===== src/rtl/pp2l_pkg.sv =====
// package for the point to polyline distance core
// types, codes and constants shared by all modules; no dependencies
`timescale 1ns / 1ps

package pp2l_pkg;

  localparam int COORD_W          = 24;
  localparam int DIST_W           = 24;
  localparam int MAX_VERTICES_DEF = 64;
  localparam logic [DIST_W-1:0] DIST_MAX = '1;

  // action codes of the input request
  localparam logic [1:0] ACT_CLEAR  = 2'd0;
  localparam logic [1:0] ACT_APPEND = 2'd1;
  localparam logic [1:0] ACT_QUERY  = 2'd2;

  typedef struct packed {
    logic signed [COORD_W-1:0] x;
    logic signed [COORD_W-1:0] y;
    logic signed [COORD_W-1:0] z;
  } vtx_t;

  // pick one axis of a vertex
  function automatic logic signed [COORD_W-1:0] axis_of(vtx_t v, logic [1:0] i);
    logic signed [COORD_W-1:0] r;
    case (i)
      2'd0:    r = v.x;
      2'd1:    r = v.y;
      default: r = v.z;
    endcase
    return r;
  endfunction

endpackage


===== src/rtl/pp2l_in_if.sv =====
// input channel: valid/ready handshake with action and coordinates
// depends on pp2l_pkg
`timescale 1ns / 1ps

interface pp2l_in_if;
  logic                            valid;
  logic                            ready;
  logic [1:0]                      action;
  logic signed [pp2l_pkg::COORD_W-1:0] coord_x;
  logic signed [pp2l_pkg::COORD_W-1:0] coord_y;
  logic signed [pp2l_pkg::COORD_W-1:0] coord_z;

  modport source (output valid, action, coord_x, coord_y, coord_z, input ready);
  modport sink   (input valid, action, coord_x, coord_y, coord_z, output ready);
endinterface


===== src/rtl/pp2l_front.sv =====
// front end: accepts requests, keeps the vertex count, issues vertex writes
// and queues query requests for the back end; depends on pp2l_pkg
`timescale 1ns / 1ps

module pp2l_front #(
  parameter int MAX_VERTICES = pp2l_pkg::MAX_VERTICES_DEF,
  parameter int AW = $clog2(MAX_VERTICES),
  parameter int CW = $clog2(MAX_VERTICES + 1)
) (
  input  logic               clk,
  input  logic               rst_n,
  pp2l_in_if.sink            in_ch,
  input  logic               back_busy,
  output logic               wr_en,
  output logic [AW-1:0]      wr_addr,
  output pp2l_pkg::vtx_t     wr_vtx,
  output logic               q_valid,
  input  logic               q_pop,
  output pp2l_pkg::vtx_t     q_pt,
  output logic [CW-1:0]      q_cnt
);
  import pp2l_pkg::*;

  logic [CW-1:0] count_r;
  vtx_t          q_pt_r  [2];
  logic [CW-1:0] q_cnt_r [2];
  logic          wp_r, rp_r;
  logic [1:0]    fill_r;
  logic          acc, push, is_query, is_edit;
  vtx_t          in_vtx;

  assign in_vtx   = '{x: in_ch.coord_x, y: in_ch.coord_y, z: in_ch.coord_z};
  assign is_query = (in_ch.action == ACT_QUERY);
  assign is_edit  = (in_ch.action == ACT_CLEAR) || (in_ch.action == ACT_APPEND);

  // edits wait until all earlier queries have finished reading the store
  always_comb begin
    if (is_query) in_ch.ready = (fill_r != 2'd2);
    else if (is_edit) in_ch.ready = (fill_r == 2'd0) && !back_busy;
    else in_ch.ready = 1'b1;
  end

  assign acc  = in_ch.valid && in_ch.ready;
  assign push = acc && is_query;

  // vertex write port
  assign wr_en   = acc && (in_ch.action == ACT_APPEND) && (count_r < CW'(MAX_VERTICES));
  assign wr_addr = count_r[AW-1:0];
  assign wr_vtx  = in_vtx;

  // vertex count
  always_ff @(posedge clk) begin
    if (!rst_n) begin
      count_r <= '0;
    end else if (acc && (in_ch.action == ACT_CLEAR)) begin
      count_r <= '0;
    end else if (wr_en) begin
      count_r <= count_r + CW'(1);
    end
  end

  // two entry query queue
  always_ff @(posedge clk) begin
    if (!rst_n) begin
      wp_r   <= 1'b0;
      rp_r   <= 1'b0;
      fill_r <= 2'd0;
    end else begin
      if (push) wp_r <= ~wp_r;
      if (q_pop) rp_r <= ~rp_r;
      fill_r <= fill_r + {1'b0, push} - {1'b0, q_pop};
    end
  end

  always_ff @(posedge clk) begin
    if (push) begin
      q_pt_r[wp_r]  <= in_vtx;
      q_cnt_r[wp_r] <= count_r;
    end
  end

  assign q_valid = (fill_r != 2'd0);
  assign q_pt    = q_pt_r[rp_r];
  assign q_cnt   = q_cnt_r[rp_r];

endmodule


===== src/flat_wrapper.sv =====
// flat-port wrapper written by rule: the top's interface ports become plain ports
module pp2l_front_flat import pp2l_pkg::*;
#(
  parameter int MAX_VERTICES = pp2l_pkg::MAX_VERTICES_DEF,
  parameter int AW = $clog2(MAX_VERTICES),
  parameter int CW = $clog2(MAX_VERTICES + 1)
)
  (clk, rst_n, back_busy, wr_en, wr_addr, wr_vtx, q_valid, q_pop, q_pt, q_cnt, in_ch_valid, in_ch_action, in_ch_coord_x, in_ch_coord_y, in_ch_coord_z, in_ch_ready);
  pp2l_in_if in_ch_i ();
  input  logic clk;
  input  logic rst_n;
  input  logic back_busy;
  output logic wr_en;
  output logic [AW-1:0] wr_addr;
  output pp2l_pkg::vtx_t wr_vtx;
  output logic q_valid;
  input  logic q_pop;
  output pp2l_pkg::vtx_t q_pt;
  output logic [CW-1:0] q_cnt;
  input wire logic [$bits(in_ch_i.valid)-1:0] in_ch_valid;
  input wire logic [$bits(in_ch_i.action)-1:0] in_ch_action;
  input wire logic [$bits(in_ch_i.coord_x)-1:0] in_ch_coord_x;
  input wire logic [$bits(in_ch_i.coord_y)-1:0] in_ch_coord_y;
  input wire logic [$bits(in_ch_i.coord_z)-1:0] in_ch_coord_z;
  output wire logic [$bits(in_ch_i.ready)-1:0] in_ch_ready;
  assign in_ch_i.valid = in_ch_valid;
  assign in_ch_i.action = in_ch_action;
  assign in_ch_i.coord_x = in_ch_coord_x;
  assign in_ch_i.coord_y = in_ch_coord_y;
  assign in_ch_i.coord_z = in_ch_coord_z;
  assign in_ch_ready = in_ch_i.ready;
  pp2l_front #(.MAX_VERTICES(MAX_VERTICES), .AW(AW), .CW(CW)) u_core (.clk(clk), .rst_n(rst_n), .in_ch(in_ch_i), .back_busy(back_busy), .wr_en(wr_en), .wr_addr(wr_addr), .wr_vtx(wr_vtx), .q_valid(q_valid), .q_pop(q_pop), .q_pt(q_pt), .q_cnt(q_cnt));
endmodule

===== config.mk =====
export PLATFORM = sky130hd
export DESIGN_NAME = pp2l_front_flat
export DESIGN_NICKNAME = d
export VERILOG_FILES = /design/src/rtl/pp2l_pkg.sv /design/src/rtl/pp2l_in_if.sv /design/src/rtl/pp2l_front.sv /design/src/flat_wrapper.sv
export SDC_FILE = /design/constraint.sdc
export NUM_CORES = 1
export LEC_CHECK = 0
export BUFFER_PORTS_ARGS = -buffer_cell sky130_fd_sc_hd__buf_2
export CAP_MARGIN = 20
export CORE_ASPECT_RATIO = 1.25
export CORE_MARGIN = 2
export CORE_UTILIZATION = 54
export DETAILED_ROUTE_END_ITERATION = 6
export PLACE_DENSITY = 0.85
export SETUP_SLACK_MARGIN = 0.15
export SYNTH_ARGS = -nofsm -noshare
export SYNTH_HDL_FRONTEND = slang
export SYNTH_SLANG_ARGS = --single-unit

===== constraint.sdc =====
create_clock -name clk -period 13.3 [get_ports clk]
set_input_delay 0.665 -clock clk [delete_from_list [all_inputs] [get_ports clk]]
set_output_delay 0.665 -clock clk [all_outputs]
set_load 0.01 [all_outputs]

# Word level (Yosys, flattened, before mapping)
# Memory sizes are Yosys's and may differ from the RTL's. A register that Yosys moved wholly into a read port is not among the register bits.
# Cells that the tools add are included.
dict set report word_totals {
  ff_bits 11
  mem_bits_rw 158
  out_inout_bits 160
  memories 2
}
dict set report classes {
  n_addsub 3
  order_cmp 1
  eq_ne 3
  n_mux 8
  n_bitwise 3
  reduce_logical 12
}
# name depth width read_ports rd_ports_with_merged_regs wr line_no
set mem_list {}
lappend mem_list {u_core.q_pt_r 2 72 1 1 1 pp2l_front.sv:25} ;# vtx_t q_pt_r [2];
lappend mem_list {u_core.q_cnt_r 2 7 1 1 1 pp2l_front.sv:26} ;# logic [CW-1:0] q_cnt_r [2];
# operator count
set op_table {}
lappend op_table {{two-way mux 1 bit} 8}
lappend op_table {{adder 7 x 1 -> 7 bit (second input constant)} 1}
lappend op_table {{< comparator 7 bit (second input constant)} 1}
lappend op_table {{logical AND 1 bit} 6}
lappend op_table {{logical NOT 2 bit} 2}
lappend op_table {{NOT 1 bit} 3}
lappend op_table {{adder 2 x 1 -> 2 bit} 1}
lappend op_table {{equality test 2 x 1 -> 1 bit (second input constant)} 1}
lappend op_table {{equality test 2 bit (second input constant)} 1}
lappend op_table {{!= test 2 bit (second input constant)} 1}
lappend op_table {{nonzero test 2 bit} 1}
lappend op_table {{OR reduction 2 bit} 1}
lappend op_table {{subtractor 2 x 1 -> 2 bit} 1}
lappend op_table {{logical NOT 1 bit} 1}
lappend op_table {{logical OR 1 bit} 1}

# Longest topological paths before layout
dict set report depth {
  ltp_word 8
  ltp_mapped 5
}

# Least setup slack after synthesis
# OpenSTA, ideal clock, no wires.
dict set report synth_timing {
  kind {input port to flip-flop}
  start {in in_ch_action[0]}
  end {mem u_core.q_cnt_r[1][0] (netlist name), enable pin}
  setup_ps 630
  t_arrival_ps 6929
  required_ps 12670
  slack_ps 5741
  path_stages 3
  path_cell_list {clkbuf_1 > nand3b_1 > nor3b_1}
}
dict set report synth_between {
  elab_chain_len 8
  word_cells_on_any_way 10
  cone_classes {eq/ne: 2; mux: 4; reduce/logical: 4}
}
# element line_no
set synth_rtl {}
lappend synth_rtl {{start, declared} flat_wrapper.sv:21} ;# input wire logic [$bits(in_ch_i.action)-1:0] in_ch_action;
lappend synth_rtl {{equality test 2 x 1 -> 1 bit or logical NOT 2 bit (tied branches)} pp2l_front.sv:34} ;# assign is_edit = (in_ch.action == ACT_CLEAR) || (in_ch.action == ACT_APPEND);
lappend synth_rtl {{logical OR 1 bit} pp2l_front.sv:34}
lappend synth_rtl {{two-way mux 1 bit} pp2l_front.sv:39} ;# else if (is_edit) in_ch.ready = (fill_r == 2'd0) && !back_busy;
lappend synth_rtl {{two-way mux 1 bit} pp2l_front.sv:38} ;# if (is_query) in_ch.ready = (fill_r != 2'd2);
lappend synth_rtl {{logical AND 1 bit} pp2l_front.sv:43} ;# assign acc = in_ch.valid && in_ch.ready;
lappend synth_rtl {{logical AND 1 bit *} pp2l_front.sv:44} ;# assign push = acc && is_query;
lappend synth_rtl {{two-way mux 1 bit *} pp2l_front.sv:76} ;# if (push) begin
lappend synth_rtl {{two-way mux 1 bit (not written as such) *} pp2l_front.sv:78} ;# q_cnt_r[wp_r] <= count_r;
lappend synth_rtl {{end, declared} pp2l_front.sv:26}
# Every way passes the cells marked *; elsewhere a longest branch is shown, timed or not.

==> key figures <==
Outcome
  – Outcome: finished clean

Clocking
  – Max clock buf depth: 2
  – CTS tree: built
  – CTS Sinks: 170
  – Clock transition at the registers of the reported paths: 0.07 ns
  – Clk_lat worst skew: 0.42 ns
  – H-Tree Depth: 4
  – CTS Buf Count: 17
  – CTS Hold Bufs: 0
  – PostCTS Resize Cnt: 0
  – Cell chosen for the clock root: clkbuf_16
  – Postcts setup bufs: 0

Timing
  – Fin crit period: 2.763 ns
  – Final Slew Violations: 0
  – Period utilisation layout: 0.2077
  – RSZ-0062 raised after global routing: no
  – Slew HR: 0.2997
  – Worst-Margin Slew: 1.051 ns
  – Max Freq: 0.3619 GHz
  – Fin Clk Skew: 0.009673 ns
  – Setup_tns: 0 ns
  – Final setup viols: 0
  – Final Hold Fails: 0

Power
  – Flop pwr share: 0.496
  – Sw power: 0.0002734 W
  – Sw frac: 0.2221
  – P_int: 0.0009576 W
  – Logic pwr share: 0.089
  – Clk pwr share: 0.415
  – Pwr/cell area: 147.2 nW/µm²
  – Max IR drop VDD: 0.00008411 V
  – Pleak: 3.214 nW

Synth
  – Ys async rst share: 0
  – Mux cell area share after synthesis: 0.1324
  – Synth Net Count: 487
  – Number of flops mapped to enable cells by yosys: 158
  – Cell Area, Synth: 6945 µm²
  – Sequential element share of the synthesized area: 0.7177
  – Post-synthesis adder-cell area fraction: 0.003603
  – Synthesized area per cell: 17.11 µm²
  – Top FF cell, synth: edfxtp_1
  – Yosys reg bits: 170
  – Synthesis Warnings: 0
  – Synth Area in Compound Gates: 0.02216
  – Simple-gate share of the synthesized area: 0.02378
  – Post-synthesis xor/xnor area fraction: 0.002522
  – Netlist cell types: 35
  – Combinational family with the most area after synthesis: multiplexers
  – Synth Instances: 406

Placed design
  – Count of buffers from port buffering: 238
  – Hpwl dp: 8.470 mm
  – Placer congestion estimate: 0.8022

Final layout
  – Most frequent cells in the layout: buf_2 (238), edfxtp_1 (158), mux2_2 (79)
  – Synthesis-to-layout area growth: 20.43%
  – Final Core Density: 0.6636
  – Inserted Diodes: 0
  – Most common cell after layout, fill and taps aside: buf_2
  – Final net count: 654
  – Fill count: 868
  – Share of cells above drive strength 1: 0.6126

Floorplan
  – I/O pins: 239
  – Starting Density: 0.5510
  – # rows: 46
  – Die Width: 105.4 µm
  – Core area: 12600 µm²
  – DIE AREA: 13790 µm²
  – Chip height: 130.8 µm

Drt
  – Initial DRC Count: 168
  – Drt pass-1 iters: 4
  – Routed Antenna Nets: 0
  – Vias post-DR: 3809
  – Vias per Instance: 5.052
  – DR WL/cell: 16.67 µm
  – Routed WL: 12.57 mm
  – Drt drc: 0

Setup path
  – Critical path endpoint category: output pin
  – CP arrival: 2.10 ns
  – Worst-path fanout max: 79
  – Critical path startpoint category: flop
  – Worst EP required: 12.64 ns
  – Critical path class: reg -> out

Global routing
  – First-pass GRT wire length: 18.46 mm
  – Initial antenna violation count: 0
  – Largest net degree at the start of global routing: 80
  – Vias in the first global route: 3795
  – GR Overflow Total: 0
  – Total GRT Usage: 0.1785

Worst hold path
  – Worst min-delay path class: in -> reg

Run
  – Max cap viols: 0
## critical path, cell delays in order, from the launching register on
cell and delay (ns):
dfxtp_4 0.99, mux2_2 0.45, buf_2 0.15
## worst paths after layout
| kind | start | cells after the start | endpoint | slack [ns] |
|---|---|---|---|---|
| min | in_ch_coord_z[6] | 1 | u_core.q_pt_r[0][6] | 0.44 |
| min reg2reg | u_core.count_r[6] | 2 | u_core.count_r[6] | 0.51 |
| max reg2reg | u_core.fill_r[0] | 3 | u_core.count_r[6] | 11.35 |
| max | flop | 2 | q_pt[69] | 10.54 |
## synthesized netlist by cell type (2+ instances only)
library cell    n  share of area
a21oi_1         3         0.0022
buf_2           3         0.0022
buf_4          78          0.084
clkbuf_1       12         0.0065
dfxtp_1        12          0.035
edfxtp_1      158           0.68
ha_1            2         0.0036
inv_1           8         0.0043
mux2_2         79           0.13
mux2i_1         3         0.0043
nand3_1         2         0.0014
nand4_1         2         0.0018
nor2_1          5         0.0027
nor3_1          7         0.0050
nor4_1          2         0.0018
o21a_1          3         0.0032
o21ai_0         3         0.0022
o311ai_1        5         0.0063
or3_1           2         0.0018
xnor2_1         2         0.0025
## power by group through the flow
stage	clock network [W]	registers, W	logic [W]
floorplan	0	0.000614	0.0000809
global placement	0	0.000621	0.000107
detailed placement	0	0.000622	0.000110
CTS	0.000522	0.000611	0.000111
global route	0.000540	0.000612	0.000118
finish	0.000511	0.000610	0.000110
## cell type report
class,instances,area [µm²],area share
Clock buffer,19,442.9,0.05295
Clock inverter,13,180.2,0.02154
Inverter,8,30.03,0.003590
Multi-Input combinational cell,134,1291,0.1544
Sequential cell,170,4989,0.5964
Tap cell,168,210.2,0.02513
Timing Repair Buffer,242,1221,0.1460
## sequential cells by signal, indices dropped and copies added (netlist names), named ones only
signal and count:
u_core.count_r 7, u_core.rp_r 1, u_core.q_pt_r 144, u_core.wp_r 1, u_core.fill_r 2, u_core.q_cnt_r 14
## per-stage QoR
stage | hold WS (ns) | area [µm²] | total power (W) | setup slack, ns | cells
after detailed placement | 0.4939 | 7741 | 0.0007326 | 10.70 | 722
final | 0.4427 | 8364 | 0.001231 | 10.54 | 754
after CTS | 0.4230 | 8364 | 0.001244 | 10.52 | 754
after global placement | 0.4838 | 7741 | 0.0007285 | 10.74 | 722
after floorplan | 0.4541 | 6945 | 0.0006947 | 5.741 | 406
after global routing | 0.4231 | 8364 | 0.001271 | 10.45 | 754
## kinds of logic after synthesis
family / after synthesis
DFF: 170
buffers and inverters: 102
muxes: 82
and+or+nand+nor: 28
AOI/OAI and AO/OA: 20
xor gates and xnor gates: 2
adders and majority gates: 2
## layer usage
metal,vias to the layer above,track usage,part of all wire
met5,-,0,0
met4,0,0.08314,0.015
met3,21,0.04514,0.057
met2,152,0.3340,0.55
met1,1852,0.1890,0.37
li1,1784,-,-
No activity file was read; power rests on OpenSTA's default activity.
